[src/rtl/text_console_writer_core_assert.svh]
// Assertion macros shared by the console writer modules.
`ifndef TEXT_CONSOLE_WRITER_CORE_ASSERT_SVH
`define TEXT_CONSOLE_WRITER_CORE_ASSERT_SVH

// Check that a condition implies another condition in the same cycle.
`define TCW_ASSERT_NOW(label, pre, post, msg) \
   label: assert property (@(posedge clock) disable iff (reset) (pre) |-> (post)) \
      else $error(msg);

// Check that a condition implies another condition in the next cycle.
`define TCW_ASSERT_NEXT(label, pre, post, msg) \
   label: assert property (@(posedge clock) disable iff (reset) (pre) |=> (post)) \
      else $error(msg);

`endif

[src/rtl/tcw_pkg.sv]
// Shared constants, codes and types of the text console writer.
package tcw_pkg;

   // Screen geometry
   localparam int COLUMNS    = 80;
   localparam int ROWS       = 25;
   localparam int CELL_COUNT = COLUMNS * ROWS;
   localparam int ADDR_W     = $clog2(CELL_COUNT);

   // Field widths
   localparam int CMD_W      = 2;
   localparam int CHAR_W     = 8;
   localparam int ROW_W      = 5;
   localparam int COL_W      = 7;
   localparam int CELL_W     = 16;
   localparam int ATTR_W     = 8;
   localparam int COLOR_W    = 4;
   localparam int CSR_IDX_W  = 8;
   localparam int REQ_DATA_W = 24;
   localparam int RSP_DATA_W = 32;

   // Command queue between front and back
   localparam int QUEUE_DEPTH = 2;
   localparam int QPTR_W      = $clog2(QUEUE_DEPTH);
   localparam int QCNT_W      = $clog2(QUEUE_DEPTH + 1);

   // Command codes
   localparam logic [CMD_W-1:0] CMD_PUT   = 2'd0;
   localparam logic [CMD_W-1:0] CMD_CLEAR = 2'd1;
   localparam logic [CMD_W-1:0] CMD_READ  = 2'd2;

   // Special characters and attributes
   localparam logic [CHAR_W-1:0] CH_NEWLINE = 8'd10;
   localparam logic [CHAR_W-1:0] CH_RETURN  = 8'd13;
   localparam logic [CHAR_W-1:0] CH_BLANK   = 8'h20;
   localparam logic [ATTR_W-1:0] RESET_ATTR = 8'h07;

   // Configuration register indexes
   localparam logic [CSR_IDX_W-1:0] CSR_FG = 8'd0;
   localparam logic [CSR_IDX_W-1:0] CSR_BG = 8'd1;
   localparam logic [COLOR_W-1:0]   FG_RESET = 4'd7;
   localparam logic [COLOR_W-1:0]   BG_RESET = 4'd0;

   // Classified operation
   typedef enum logic [2:0] {
      OP_PUT,
      OP_NEWLINE,
      OP_RETURN,
      OP_CLEAR,
      OP_READ,
      OP_NOP
   } op_type;

   // One queued operation
   typedef struct packed {
      op_type             op;
      logic [CHAR_W-1:0]  ch;
      logic [ATTR_W-1:0]  attr;
      logic [ROW_W-1:0]   read_row;
      logic [COL_W-1:0]   read_col;
      logic               read_ok;
   } entry_type;

   // Back end sequencer states
   typedef enum logic [1:0] {
      BK_SWEEP,
      BK_RUN,
      BK_READ
   } back_state_type;

endpackage

[src/rtl/tcw_queue.sv]
// Short command queue between the front and back ends.
module tcw_queue (
   input  logic               clock,
   input  logic               reset,
   input  logic               push,
   input  tcw_pkg::entry_type push_entry,
   output logic               full,
   input  logic               pop,
   output logic               head_valid,
   output tcw_pkg::entry_type head_entry
);
   import tcw_pkg::*;

   entry_type           slot_ff [QUEUE_DEPTH];
   logic [QPTR_W-1:0]   wr_ptr_ff, wr_ptr_in;
   logic [QPTR_W-1:0]   rd_ptr_ff, rd_ptr_in;
   logic [QCNT_W-1:0]   count_ff, count_in;

   assign full       = (count_ff == QCNT_W'(QUEUE_DEPTH));
   assign head_valid = (count_ff != '0);
   assign head_entry = slot_ff[rd_ptr_ff];

   // Advance pointers and occupancy
   always_comb begin
      wr_ptr_in = wr_ptr_ff;
      rd_ptr_in = rd_ptr_ff;
      count_in  = count_ff;
      if (push) begin
         wr_ptr_in = (wr_ptr_ff == QPTR_W'(QUEUE_DEPTH - 1)) ? '0 : wr_ptr_ff + QPTR_W'(1);
      end
      if (pop) begin
         rd_ptr_in = (rd_ptr_ff == QPTR_W'(QUEUE_DEPTH - 1)) ? '0 : rd_ptr_ff + QPTR_W'(1);
      end
      if (push && !pop) begin
         count_in = count_ff + QCNT_W'(1);
      end else if (pop && !push) begin
         count_in = count_ff - QCNT_W'(1);
      end
   end

   always_ff @(posedge clock) begin
      if (reset) begin
         wr_ptr_ff <= '0;
         rd_ptr_ff <= '0;
         count_ff  <= '0;
      end else begin
         wr_ptr_ff <= wr_ptr_in;
         rd_ptr_ff <= rd_ptr_in;
         count_ff  <= count_in;
      end
   end

   // Store pushed entries
   always_ff @(posedge clock) begin
      if (push) begin
         slot_ff[wr_ptr_ff] <= push_entry;
      end
   end

endmodule

[config.mk]
export PLATFORM = sky130hd
export DESIGN_NAME = tcw_queue
export DESIGN_NICKNAME = d
export VERILOG_FILES = /design/src/rtl/text_console_writer_core_assert.svh /design/src/rtl/tcw_pkg.sv /design/src/rtl/tcw_queue.sv
export SDC_FILE = /design/constraint.sdc
export NUM_CORES = 1
export LEC_CHECK = 0
export BUFFER_PORTS_ARGS = -buffer_cell sky130_fd_sc_hd__buf_2
export CAP_MARGIN = 20
export CORE_ASPECT_RATIO = 0.75
export CORE_MARGIN = 2
export CORE_UTILIZATION = 40
export DETAILED_ROUTE_END_ITERATION = 8
export PLACE_DENSITY_LB_ADDON = 0.1
export RECOVER_POWER = 50
export SYNTH_ARGS = -nofsm -noshare
export SYNTH_HDL_FRONTEND = slang
export SYNTH_SLANG_ARGS = --single-unit
[constraint.sdc]
create_clock -name clock -period 3.32 [get_ports clock]
set_clock_uncertainty 0.05 [all_clocks]
set_input_delay 0.498 -clock clock [delete_from_list [all_inputs] [get_ports clock]]
set_output_delay 0.498 -clock clock [all_outputs]
set_load 0.02 [all_outputs]
==> flow_results.xml, run 1 <==
<?xml version="1.0" encoding="UTF-8"?>
<metrics>
  <group name="outcome">
    <metric name="outcome" unit="">finished with violations</metric>
    <metric name="failing_checks" unit="">max-capacitance violations, max-slew violations</metric>
  </group>
  <group name="floorplan">
    <metric name="chipHeight" unit="um">72.7</metric>
    <metric name="io-pin-count" unit="">70</metric>
    <metric name="core_region_area" unit="um^2">6190</metric>
    <metric name="chipWidth" unit="um">95.7</metric>
    <metric name="rows" unit="">25</metric>
    <metric name="design.die.area" unit="um^2">6960</metric>
    <metric name="initial_core_util" unit="%">40.7</metric>
  </group>
  <group name="timing">
    <metric name="final.setup.tns" unit="ns">0</metric>
    <metric name="finalCriticalPeriod" unit="ns">2.37</metric>
    <metric name="grt_setup_unrepaired" unit="">false</metric>
    <metric name="max_clock_freq" unit="MHz">422</metric>
    <metric name="timing_hold_violations_final" unit="">0</metric>
    <metric name="timing.slew.headroom" unit="%">-24.8</metric>
    <metric name="worst_slew_pin_slew" unit="ns">1.87</metric>
    <metric name="timing.final.crit_share" unit="%">71.3</metric>
    <metric name="slew_violations" unit="">33</metric>
    <metric name="setup_viol_count_final" unit="">0</metric>
  </group>
  <group name="synth">
    <metric name="yosysUniqueCellTypes" unit="">18</metric>
    <metric name="synth.yosys.seq_area_share" unit="%">80.2</metric>
    <metric name="synth.top_cell.area_share" unit="%">76.3</metric>
    <metric name="syn_warnings" unit="">0</metric>
    <metric name="synth.cell_area" unit="um^2">2520</metric>
    <metric name="yosys_register_bits" unit="">69</metric>
    <metric name="avgSynthCellArea" unit="um^2">20.7</metric>
    <metric name="synthDominantAreaCellType" unit="">sky130_fd_sc_hd__edfxtp_1</metric>
    <metric name="biggest_area_contributors_in_the_synthesized_netlist" unit="">sky130_fd_sc_hd__edfxtp_1, sky130_fd_sc_hd__mux2_2, sky130_fd_sc_hd__dfxtp_1</metric>
    <metric name="syn-instance-count" unit="">122</metric>
    <metric name="synth_nets" unit="">159</metric>
  </group>
  <group name="drt">
    <metric name="drc_errors_left" unit="">0</metric>
    <metric name="detail-route-antenna-nets" unit="">0</metric>
    <metric name="avgViaCountPerCell" unit="">4.56</metric>
    <metric name="num_vias" unit="">1305</metric>
    <metric name="avgRoutedWirePerCell" unit="um">14.1</metric>
    <metric name="drt_pass1_iterations" unit="">5</metric>
    <metric name="totalWireLength" unit="mm">4.04</metric>
    <metric name="drt_iter0_markers" unit="">78</metric>
  </group>
  <group name="cts">
    <metric name="cts_max_level" unit="">3</metric>
    <metric name="tritoncts_num_sinks" unit="">69</metric>
    <metric name="cts-hold-fix-buffers" unit="">0</metric>
    <metric name="ctsLongestPathBuffers" unit="">2</metric>
    <metric name="clock_transition_time_at_the_flip_flop_clock_pins_of_the_worst_setup_and_hold_paths" unit="ns">0.07</metric>
    <metric name="post_cts_resized" unit="">0</metric>
    <metric name="clkLatencyLatePin" unit="ns">0.33</metric>
    <metric name="cts_tree" unit="">yes</metric>
    <metric name="number_of_buffers_created_by_cts" unit="">9</metric>
    <metric name="post_cts_buffers" unit="">0</metric>
    <metric name="cts.root.buffer_cell" unit="">sky130_fd_sc_hd__clkbuf_8</metric>
  </group>
  <group name="pwr">
    <metric name="power.leakage" unit="nW">1.16</metric>
    <metric name="design_power_total" unit="mW">1.97</metric>
    <metric name="power_density" unit="nW/um^2">628</metric>
    <metric name="vdd.ir_drop.worst" unit="mV">0.393</metric>
  </group>
  <group name="layout">
    <metric name="design.final.nets" unit="">237</metric>
    <metric name="fin_util" unit="%">50.7</metric>
    <metric name="area_growth_syn_to_layout" unit="%">24.7</metric>
    <metric name="layout.cell_area.non_filler" unit="um^2">3140</metric>
    <metric name="ratio_of_cells_with_drive_above_1_in_the_final_layout" unit="%">48.8</metric>
    <metric name="n_antenna_cell" unit="">0</metric>
    <metric name="num-fill-cells" unit="">551</metric>
  </group>
  <group name="global_route">
    <metric name="antenna_found_initial" unit="">0</metric>
    <metric name="global_route.usage.met2" unit="%">20.6</metric>
    <metric name="grt_usage" unit="%">12.8</metric>
    <metric name="top_usage_layer_grt" unit="">met2</metric>
    <metric name="globalRouteMet3Util" unit="%">7.02</metric>
    <metric name="global_route_wire_length_before_repair" unit="mm">6.29</metric>
    <metric name="grt-ovfl-total" unit="">0</metric>
    <metric name="grt_start_max_net_pins" unit="">33</metric>
    <metric name="use_met1" unit="%">14.7</metric>
    <metric name="via_count_of_the_first_global_routing_pass" unit="">1327</metric>
  </group>
  <group name="placed_design">
    <metric name="place_hpwl" unit="mm">2.57</metric>
    <metric name="place.port_buffers" unit="">69</metric>
    <metric name="place.gp.congestion" unit="">0.672</metric>
    <metric name="cell_area_placed" unit="um^2">2960</metric>
  </group>
  <group name="worst_setup_path">
    <metric name="critical_path.startpoint_type" unit="">flop</metric>
    <metric name="timing.critical_path.required" unit="ns">3.19</metric>
    <metric name="endpoint_kind" unit="">flop</metric>
    <metric name="cp_slowest_cell" unit="">sky130_fd_sc_hd__clkbuf_1</metric>
    <metric name="setup.worst_path.class" unit="">flop to flop</metric>
    <metric name="crit_chain" unit="">and2_1, clkbuf_1</metric>
    <metric name="timing.reg2reg.worst_path_depth" unit="">2</metric>
    <metric name="critPathMaxFanout" unit="">32</metric>
    <metric name="arrival" unit="ns">2.24</metric>
    <metric name="critPathMaxStageDelay" unit="ns">1.34</metric>
  </group>
  <group name="min_path">
    <metric name="min_path_cells" unit="">1</metric>
    <metric name="hp-class" unit="">primary input to flop</metric>
  </group>
  <group name="job">
    <metric name="cap_viol_max_count" unit="">1</metric>
  </group>
</metrics>
## registers in the layout, indices dropped and copies added (netlist names), named ones only
register,flops
slot_ff,64
count_ff,2
rd_ptr_ff,1
wr_ptr_ff,1
## cell usage after synthesis
master,instances
sky130_fd_sc_hd__or3_1,1
sky130_fd_sc_hd__dfxtp_1,5
sky130_fd_sc_hd__xnor2_1,2
sky130_fd_sc_hd__and2_1,1
sky130_fd_sc_hd__o21ai_0,1
sky130_fd_sc_hd__inv_1,1
sky130_fd_sc_hd__nor2_1,4
sky130_fd_sc_hd__a21oi_1,1
sky130_fd_sc_hd__or2_2,1
sky130_fd_sc_hd__clkbuf_2,1
sky130_fd_sc_hd__mux2_2,30
sky130_fd_sc_hd__edfxtp_1,64
sky130_fd_sc_hd__mux2_1,2
sky130_fd_sc_hd__nor2b_1,1
sky130_fd_sc_hd__buf_4,3
sky130_fd_sc_hd__ha_1,1
sky130_fd_sc_hd__xor2_1,2
sky130_fd_sc_hd__and2b_2,1
## where the power goes
part / leakage [nW] / internal, mW / switching [mW]
clock: 0.107 / 0.419 / 0.282
sequential: 0.642 / 1.01 / 0.0153
combinational: 0.413 / 0.0989 / 0.145
## per-stage QoR
step | hold slack, ns | setup WS (ns) | cells
3_5_place_dp | 0.461 | 1.43 | 270
2_1_floorplan | 0.406 | 0.900 | 122
3_3_place_gp | 0.425 | 1.47 | 270
6_report | 0.300 | 0.953 | 286
5_1_grt | 0.276 | 0.705 | 286
4_1_cts | 0.275 | 1.08 | 286
## layout by cell type, fill, tap and decap left out, types with 2 or more instances in the layout
cell / synthesis / routed
sky130_fd_sc_hd__buf_2: 0 / 52
sky130_fd_sc_hd__xor2_1: 2 / 2
sky130_fd_sc_hd__mux2_2: 30 / 30
sky130_fd_sc_hd__bufinv_16: 0 / 2
sky130_fd_sc_hd__clkbuf_1: 0 / 19
sky130_fd_sc_hd__dfxtp_1: 5 / 5
sky130_fd_sc_hd__mux2_1: 2 / 2
sky130_fd_sc_hd__edfxtp_1: 64 / 64
sky130_fd_sc_hd__clkinv_2: 0 / 3
sky130_fd_sc_hd__xnor2_1: 2 / 2
sky130_fd_sc_hd__clkbuf_8: 0 / 9
sky130_fd_sc_hd__nor2_1: 4 / 4
## routing by layer
layer	wire, um	share of wire, %
met1	1740	43
met2	1930	48
met3	333	8.2
met4	38	0.94
met5	0	0
## final cells by class
type	count	area, um^2	area share, %
well taps	81	101	3.22
inverters	1	3.75	0.119
multi-input cells	48	474	15.1
repair buffers	71	335	10.7
flip-flops and latches	69	2020	64.3
clock inverters	5	75.1	2.39
clock buffers	11	131	4.18
## logic make-up after synthesis
group	after synthesis	synth area share, %
AOI/OAI and AO/OA	2	0.397
xor gates and xnor gates	4	1.39
adders and majority gates	1	0.496
buffers and inverters	5	1.24
DFF	69	80.2
muxes	32	14.3
and+or+nand+nor	9	1.94
## worst max-delay path, delay by kind of cell, from the launching register on
kind,cells,cell delay [ns]
DFF,1,0.40
and+or+nand+nor,1,0.15
buffers and inverters,1,1.34
## worst paths after layout
check,start,slack [ns],to
worst max-delay path,wr_ptr_ff$_SDFFE_PP0P_,0.95,slot_ff[1][5]$_DFFE_PP_
worst min-delay path,push_entry[0],0.30,slot_ff[1][0]$_DFFE_PP_
worst max register to register,wr_ptr_ff$_SDFFE_PP0P_,0.95,slot_ff[1][5]$_DFFE_PP_
worst min register to register,count_ff[1]$_SDFFE_PP0P_,0.47,count_ff[1]$_SDFFE_PP0P_
Note: power is estimated with default switching activity, not from simulation.
==> inputs of run 2 (changes only) <==
--- a/config.mk
+++ b/config.mk
@@ -5,6 +5,7 @@
 export SDC_FILE = /design/constraint.sdc
 export NUM_CORES = 1
 export LEC_CHECK = 0
+export ABC_AREA = 1
 export BUFFER_PORTS_ARGS = -buffer_cell sky130_fd_sc_hd__buf_2
 export CAP_MARGIN = 20
 export CORE_ASPECT_RATIO = 0.75
==> constraint.sdc (replaced) <==
create_clock -name clock -period 2.4 [get_ports clock]
set_clock_uncertainty 0.05 [all_clocks]
set_input_delay 0.36 -clock clock [delete_from_list [all_inputs] [get_ports clock]]
set_output_delay 0.36 -clock clock [all_outputs]
set_load 0.02 [all_outputs]
==> flow_results.xml, run 2 <==
<?xml version="1.0" encoding="UTF-8"?>
<metrics>
  <group name="layout">
    <metric name="design.final.nets" unit="">249</metric>
    <metric name="multiInputGateArea" unit="um^2">566</metric>
    <metric name="area_growth_syn_to_layout" unit="%">23.3</metric>
    <metric name="num-fill-cells" unit="">526</metric>
    <metric name="largest_register" unit="">slot_ff</metric>
    <metric name="mostFrequentLayoutCell" unit="">sky130_fd_sc_hd__edfxtp_1</metric>
    <metric name="ratio_of_cells_with_drive_above_1_in_the_final_layout" unit="%">48.4</metric>
    <metric name="n_antenna_cell" unit="">0</metric>
    <metric name="largest_register_ff_count" unit="">64</metric>
    <metric name="most-common-layout-cells" unit="">sky130_fd_sc_hd__edfxtp_1, sky130_fd_sc_hd__buf_2, sky130_fd_sc_hd__mux2_4</metric>
    <metric name="reg_top3" unit="">slot_ff: 64 flops, count_ff: 2 flops</metric>
    <metric name="sequential_cell_area" unit="um^2">2020</metric>
  </group>
  <group name="cts">
    <metric name="clock_transition_time_at_the_flip_flop_clock_pins_of_the_worst_setup_and_hold_paths" unit="ns">0.07</metric>
    <metric name="tritoncts_num_sinks" unit="">69</metric>
    <metric name="cts_max_level" unit="">3</metric>
    <metric name="cts_tree" unit="">yes</metric>
    <metric name="post_cts_resized" unit="">0</metric>
    <metric name="post_cts_buffers" unit="">0</metric>
    <metric name="cts-hold-fix-buffers" unit="">0</metric>
    <metric name="clkLatencyLatePin" unit="ns">0.33</metric>
    <metric name="ctsLongestPathBuffers" unit="">2</metric>
    <metric name="number_of_buffers_created_by_cts" unit="">9</metric>
    <metric name="cts.root.buffer_cell" unit="">sky130_fd_sc_hd__clkbuf_8</metric>
  </group>
  <group name="floorplan">
    <metric name="initial_core_util" unit="%">42.0</metric>
    <metric name="chipHeight" unit="um">75.1</metric>
    <metric name="design.die.area" unit="um^2">7410</metric>
    <metric name="core_region_area" unit="um^2">6410</metric>
    <metric name="io-pin-count" unit="">70</metric>
    <metric name="chipWidth" unit="um">98.7</metric>
    <metric name="rows" unit="">25</metric>
  </group>
  <group name="worst_setup_path">
    <metric name="arrival" unit="ns">1.67</metric>
    <metric name="cp_slowest_cell" unit="">sky130_fd_sc_hd__dfxtp_2</metric>
    <metric name="endpoint_kind" unit="">output port</metric>
    <metric name="setup.worst_path.class" unit="">flop to output port</metric>
    <metric name="capturing_point_of_the_worst_reg2reg_path" unit="">slot_ff[0][12]$_DFFE_PP_</metric>
    <metric name="timing.reg2reg.worst_path_depth" unit="">2</metric>
    <metric name="setup.worst_path.end" unit="">head_entry[11]</metric>
    <metric name="timing.critical_path.required" unit="ns">1.99</metric>
    <metric name="critPathMaxStageDelay" unit="ns">0.57</metric>
    <metric name="regToRegStartpoint" unit="">wr_ptr_ff$_SDFFE_PP0P_</metric>
    <metric name="crit_chain" unit="">buf_12, mux2_2, buf_2</metric>
    <metric name="critPathMaxFanout" unit="">22</metric>
    <metric name="minimum_setup_slack_among_reg_to_reg_paths" unit="ns">0.34</metric>
    <metric name="critical_path.startpoint_type" unit="">flop</metric>
  </group>
  <group name="placed_design">
    <metric name="place.gp.congestion" unit="">0.672</metric>
    <metric name="preCtsSetupSlack" unit="ns">0.653</metric>
    <metric name="place.port_buffers" unit="">69</metric>
    <metric name="place_hpwl" unit="mm">3.00</metric>
  </group>
  <group name="synth">
    <metric name="yosysUniqueCellTypes" unit="">16</metric>
    <metric name="post-synth-top-count-cell" unit="">sky130_fd_sc_hd__edfxtp_1</metric>
    <metric name="synth.cell_area" unit="um^2">2690</metric>
    <metric name="synth_nets" unit="">170</metric>
    <metric name="synth.yosys.seq_area_share" unit="%">75.1</metric>
    <metric name="yosys_register_bits" unit="">69</metric>
    <metric name="syn-instance-count" unit="">133</metric>
    <metric name="synth_common_cells" unit="">sky130_fd_sc_hd__edfxtp_1, sky130_fd_sc_hd__mux2_4, sky130_fd_sc_hd__inv_1, sky130_fd_sc_hd__nand2_1, sky130_fd_sc_hd__nor2_1</metric>
    <metric name="syn_warnings" unit="">0</metric>
    <metric name="synthDominantAreaCellType" unit="">sky130_fd_sc_hd__edfxtp_1</metric>
    <metric name="biggest_area_contributors_in_the_synthesized_netlist" unit="">sky130_fd_sc_hd__edfxtp_1, sky130_fd_sc_hd__mux2_4, sky130_fd_sc_hd__dfxtp_1</metric>
    <metric name="async_reset_ff_share" unit="%">0</metric>
    <metric name="avgSynthCellArea" unit="um^2">20.2</metric>
    <metric name="synth_enable_flop_cells" unit="">64</metric>
    <metric name="yosys_most_used_dff" unit="">sky130_fd_sc_hd__edfxtp_1</metric>
    <metric name="synth.top_cell.area_share" unit="%">71.4</metric>
  </group>
  <group name="drt">
    <metric name="drc_errors_left" unit="">0</metric>
    <metric name="drt_iter0_markers" unit="">52</metric>
    <metric name="avgRoutedWirePerCell" unit="um">14.9</metric>
    <metric name="drt_pass1_iterations" unit="">4</metric>
    <metric name="avgViaCountPerCell" unit="">4.53</metric>
    <metric name="totalWireLength" unit="mm">4.43</metric>
    <metric name="num_vias" unit="">1350</metric>
    <metric name="detail-route-antenna-nets" unit="">0</metric>
  </group>
  <group name="timing">
    <metric name="timing.final.crit_share" unit="%">86.8</metric>
    <metric name="worst_slew_pin_slew" unit="ns">0.894</metric>
    <metric name="slew_violations" unit="">0</metric>
    <metric name="grt_setup_unrepaired" unit="">false</metric>
    <metric name="max_clock_freq" unit="MHz">480</metric>
    <metric name="fin_ws" unit="ns">0.318</metric>
    <metric name="timing.slew.headroom" unit="%">40.2</metric>
    <metric name="timing_hold_violations_final" unit="">0</metric>
    <metric name="finalCriticalPeriod" unit="ns">2.08</metric>
    <metric name="final.setup.tns" unit="ns">0</metric>
    <metric name="setup_viol_count_final" unit="">0</metric>
  </group>
  <group name="global_route">
    <metric name="globalRouteMet3Util" unit="%">7.15</metric>
    <metric name="via_count_of_the_first_global_routing_pass" unit="">1415</metric>
    <metric name="global_route_wire_length_before_repair" unit="mm">6.80</metric>
    <metric name="grt_usage" unit="%">12.6</metric>
    <metric name="grt-ovfl-total" unit="">0</metric>
    <metric name="top_usage_layer_grt" unit="">met2</metric>
    <metric name="grt_start_max_net_pins" unit="">34</metric>
    <metric name="antenna_found_initial" unit="">0</metric>
    <metric name="global_route.usage.met2" unit="%">21.9</metric>
    <metric name="use_met1" unit="%">13.3</metric>
  </group>
  <group name="pwr">
    <metric name="power.leakage" unit="nW">1.33</metric>
    <metric name="power_density" unit="nW/um^2">865</metric>
    <metric name="vdd.ir_drop.worst" unit="mV">0.521</metric>
  </group>
  <group name="job">
    <metric name="cap_viol_max_count" unit="">0</metric>
  </group>
  <group name="min_path">
    <metric name="hp-class" unit="">primary input to flop</metric>
  </group>
  <group name="outcome">
    <metric name="outcome" unit="">finished clean</metric>
  </group>
</metrics>
-- run 2: cell count changes in the layout (fill, tap and decap cells not counted), sizes merged, moves of 2 or more --
cell,previous run,this run
inv,1,9
nand2,0,6
nor2,4,6
xor2,2,0
-- run 2: power breakdown --
part	internal (mW)	total [mW]	switching, mW
registers	1.39	1.42	0.0286
clock network	0.690	1.10	0.406
logic	0.162	0.356	0.194
-- run 2: cell type report --
type | instances | share of cell area [%]
clock buffer | 10 | 3.84
clock inverter | 6 | 3.35
inverter | 9 | 1.02
multi-input combinational | 51 | 17.0
sequential | 69 | 60.9
tap | 81 | 3.05
timing repair buffer | 72 | 10.7
-- run 2: through the flow --
stage	hold WS [ns]	instance area, um^2	total power [mW]	cells	util (%)
2_1_floorplan	0.382	2690	1.70	133	-
3_3_place_gp	0.449	3120	1.80	282	48.7
3_5_place_dp	0.480	3120	1.81	282	48.7
4_1_cts	0.139	3360	2.92	298	52.4
5_1_grt	0.133	3320	3.00	298	51.8
6_report	0.166	3320	2.87	298	51.8
-- run 2: worst min-delay path by stage --
stage | from | endpoint | slack [ns] | depth (start not counted)
after global routing | push_entry[19] | slot_ff[0][19]$_DFFE_PP_ | 0.13 | 1
after CTS | push_entry[19] | slot_ff[0][19]$_DFFE_PP_ | 0.14 | 1
after detailed placement | rd_ptr_ff$_SDFFE_PP0P_ | rd_ptr_ff$_SDFFE_PP0P_ | 0.48 | 2
final | push_entry[8] | slot_ff[0][8]$_DFFE_PP_ | 0.17 | 1
after global placement | rd_ptr_ff$_SDFFE_PP0P_ | rd_ptr_ff$_SDFFE_PP0P_ | 0.45 | 2
after floorplan | reset | flop | 0.38 | 1
-- run 2: cell families after synthesis --
logic type               count (synthesis)  synth area share (%)
flip-flops                              69                  75.1
adder cells (fa/ha/maj)                  1                 0.465
AND/OR/NAND/NOR                         15                  2.28
multiplexers                            32                  17.6
AO/OA/AOI/OAI                            2                 0.371
buffers and inverters                   13                  3.90
XOR/XNOR                                 1                 0.325
-- run 2: critical path: cells and delay by family (launching register included) --
| family | cells | cell delay (ns) |
|---|---|---|
| DFF | 1 | 0.57 |
| buffers and inverters | 2 | 0.42 |
| muxes | 1 | 0.35 |
-- run 2: layer usage --
layer  vias to the layer above  wire length (um)  part of all wire, %
met2                        49              2320                   52
li1                        653                 -                    -
met4                         0                29                 0.65
met5                         -                 0                    0
met1                       644              1740                   39
met3                         4               346                  7.8
==> inputs of run 3 (changes only) <==
==> constraint.sdc (replaced) <==
create_clock -name clock -period 2.4 [get_ports clock]
set_clock_uncertainty 0.05 [all_clocks]
set_input_delay 0.36 -clock clock [delete_from_list [all_inputs] [get_ports clock]]
set_output_delay 0.36 -clock clock [all_outputs]
set_load 0.01 [all_outputs]
==> flow_results.xml, run 3 (synthesis results as in run 2) <==
<?xml version="1.0" encoding="UTF-8"?>
<metrics>
  <group name="layout">
    <metric name="fin_util" unit="%">51.3</metric>
    <metric name="largest_register" unit="">slot_ff</metric>
    <metric name="most-common-layout-cells" unit="">sky130_fd_sc_hd__edfxtp_1, sky130_fd_sc_hd__buf_2, sky130_fd_sc_hd__mux2_4</metric>
    <metric name="largest_register_ff_count" unit="">64</metric>
    <metric name="reg_top3" unit="">slot_ff: 64 flops, count_ff: 2 flops</metric>
    <metric name="ratio_of_cells_with_drive_above_1_in_the_final_layout" unit="%">47.9</metric>
    <metric name="area_growth_syn_to_layout" unit="%">22.1</metric>
    <metric name="final-instance-count-excl-fill" unit="">298</metric>
    <metric name="mostFrequentLayoutCell" unit="">sky130_fd_sc_hd__edfxtp_1</metric>
    <metric name="n_antenna_cell" unit="">0</metric>
    <metric name="design.final.nets" unit="">249</metric>
    <metric name="layout.cell_area.non_filler" unit="um^2">3290</metric>
  </group>
  <group name="floorplan">
    <metric name="rows" unit="">25</metric>
    <metric name="chipWidth" unit="um">98.7</metric>
    <metric name="chipHeight" unit="um">75.1</metric>
    <metric name="io-pin-count" unit="">70</metric>
    <metric name="design.die.area" unit="um^2">7410</metric>
    <metric name="initial_core_util" unit="%">42.0</metric>
    <metric name="core_region_area" unit="um^2">6410</metric>
  </group>
  <group name="drt">
    <metric name="drt_iter0_markers" unit="">29</metric>
    <metric name="avgViaCountPerCell" unit="">4.54</metric>
    <metric name="avgRoutedWirePerCell" unit="um">14.6</metric>
    <metric name="drc_errors_left" unit="">0</metric>
    <metric name="totalWireLength" unit="mm">4.35</metric>
    <metric name="num_vias" unit="">1353</metric>
    <metric name="drt_pass1_iterations" unit="">4</metric>
    <metric name="detail-route-antenna-nets" unit="">0</metric>
  </group>
  <group name="timing">
    <metric name="timing_hold_violations_final" unit="">0</metric>
    <metric name="max_clock_freq" unit="MHz">486</metric>
    <metric name="timing.slew.headroom" unit="%">39.9</metric>
    <metric name="finalCriticalPeriod" unit="ns">2.06</metric>
    <metric name="final.setup.tns" unit="ns">0</metric>
    <metric name="grt_setup_unrepaired" unit="">false</metric>
    <metric name="setup_viol_count_final" unit="">0</metric>
    <metric name="hold_slack" unit="ns">0.160</metric>
    <metric name="timing.final.crit_share" unit="%">85.8</metric>
    <metric name="worst_slew_pin_slew" unit="ns">0.901</metric>
    <metric name="fin_ws" unit="ns">0.341</metric>
    <metric name="slew_violations" unit="">0</metric>
  </group>
  <group name="placed_design">
    <metric name="cell_area_placed" unit="um^2">3120</metric>
    <metric name="place_inst" unit="">282</metric>
    <metric name="place_hpwl" unit="mm">3.00</metric>
    <metric name="place.port_buffers" unit="">69</metric>
    <metric name="preCtsSetupSlack" unit="ns">0.679</metric>
    <metric name="place.gp.congestion" unit="">0.674</metric>
  </group>
  <group name="worst_setup_path">
    <metric name="critPathMaxStageDelay" unit="ns">0.56</metric>
    <metric name="timing.critical_path.required" unit="ns">1.99</metric>
    <metric name="cp_slowest_cell" unit="">sky130_fd_sc_hd__dfxtp_2</metric>
    <metric name="endpoint_kind" unit="">output port</metric>
    <metric name="crit_chain" unit="">buf_12, mux2_2, buf_2</metric>
    <metric name="critical_path.startpoint_type" unit="">flop</metric>
    <metric name="setup.worst_path.class" unit="">flop to output port</metric>
    <metric name="critPathMaxFanout" unit="">22</metric>
    <metric name="regToRegStartpoint" unit="">wr_ptr_ff$_SDFFE_PP0P_</metric>
    <metric name="arrival" unit="ns">1.65</metric>
  </group>
  <group name="min_path">
    <metric name="hp-class" unit="">primary input to flop</metric>
    <metric name="min_from" unit="">push_entry[19]</metric>
  </group>
  <group name="global_route">
    <metric name="antenna_found_initial" unit="">0</metric>
    <metric name="global_route_wire_length_before_repair" unit="mm">6.58</metric>
    <metric name="grt_usage" unit="%">12.4</metric>
    <metric name="grt-ovfl-total" unit="">0</metric>
    <metric name="via_count_of_the_first_global_routing_pass" unit="">1427</metric>
    <metric name="grt_start_max_net_pins" unit="">34</metric>
  </group>
  <group name="cts">
    <metric name="post_cts_resized" unit="">0</metric>
    <metric name="number_of_buffers_created_by_cts" unit="">9</metric>
    <metric name="cts-hold-fix-buffers" unit="">0</metric>
    <metric name="cts_tree" unit="">yes</metric>
    <metric name="post_cts_buffers" unit="">0</metric>
    <metric name="clock_transition_time_at_the_flip_flop_clock_pins_of_the_worst_setup_and_hold_paths" unit="ns">0.07</metric>
    <metric name="cts.root.buffer_cell" unit="">sky130_fd_sc_hd__clkbuf_8</metric>
    <metric name="ctsLongestPathBuffers" unit="">2</metric>
    <metric name="tritoncts_num_sinks" unit="">69</metric>
    <metric name="clkLatencyLatePin" unit="ns">0.33</metric>
    <metric name="cts_max_level" unit="">3</metric>
  </group>
  <group name="outcome">
    <metric name="outcome" unit="">finished clean</metric>
  </group>
  <group name="pwr">
    <metric name="vdd.ir_drop.worst" unit="mV">0.283</metric>
    <metric name="power_density" unit="nW/um^2">813</metric>
    <metric name="power.leakage" unit="nW">1.32</metric>
    <metric name="design_power_total" unit="mW">2.67</metric>
  </group>
  <group name="job">
    <metric name="cap_viol_max_count" unit="">0</metric>
  </group>
</metrics>
[run 3: cell count changes in the layout (fill, tap and decap cells not counted)]
cell	change
sky130_fd_sc_hd__clkbuf_8	+3
sky130_fd_sc_hd__bufinv_16	-2
sky130_fd_sc_hd__buf_2	+1
sky130_fd_sc_hd__clkbuf_1	+1
sky130_fd_sc_hd__clkinv_2	-1
sky130_fd_sc_hd__clkinv_4	-1
sky130_fd_sc_hd__clkinvlp_4	-1
[run 3: final timing paths]
kind | end | slack (ns) | cells after the start
worst max-delay path | head_entry[12] | 0.34 | 3
worst min-delay path | slot_ff[0][19]$_DFFE_PP_ | 0.16 | 1
worst max register to register | slot_ff[0][5]$_DFFE_PP_ | 0.36 | 2
worst min register to register | rd_ptr_ff$_SDFFE_PP0P_ | 0.49 | 2
[run 3: area by class of cell]
cell class,count,area (um^2)
clock buffer,15,176
clock inverter,1,30.0
fill,545,3120
inverter,9,33.8
multi-input combinational,51,566
sequential,69,2020
tap,81,101
timing repair buffer,72,358
[run 3: critical path: cells and delay by family (launching register included)]
kind / cells / cell delay [ns]
buffers and inverters: 2 / 0.40
DFF: 1 / 0.56
muxes: 1 / 0.35
[run 3: report_power, final]
part	internal (mW)	switching [mW]	total [mW]	leakage [nW]
logic	0.161	0.149	0.310	0.574
clock network	0.567	0.379	0.946	0.104
registers	1.39	0.0273	1.42	0.643
[run 3: metal layers]
metal | track usage, % | part of all wire, %
met5 | 0 | 0
met4 | 5.48 | 1.8
met3 | 6.87 | 7.1
met2 | 21.8 | 53
met1 | 12.3 | 38
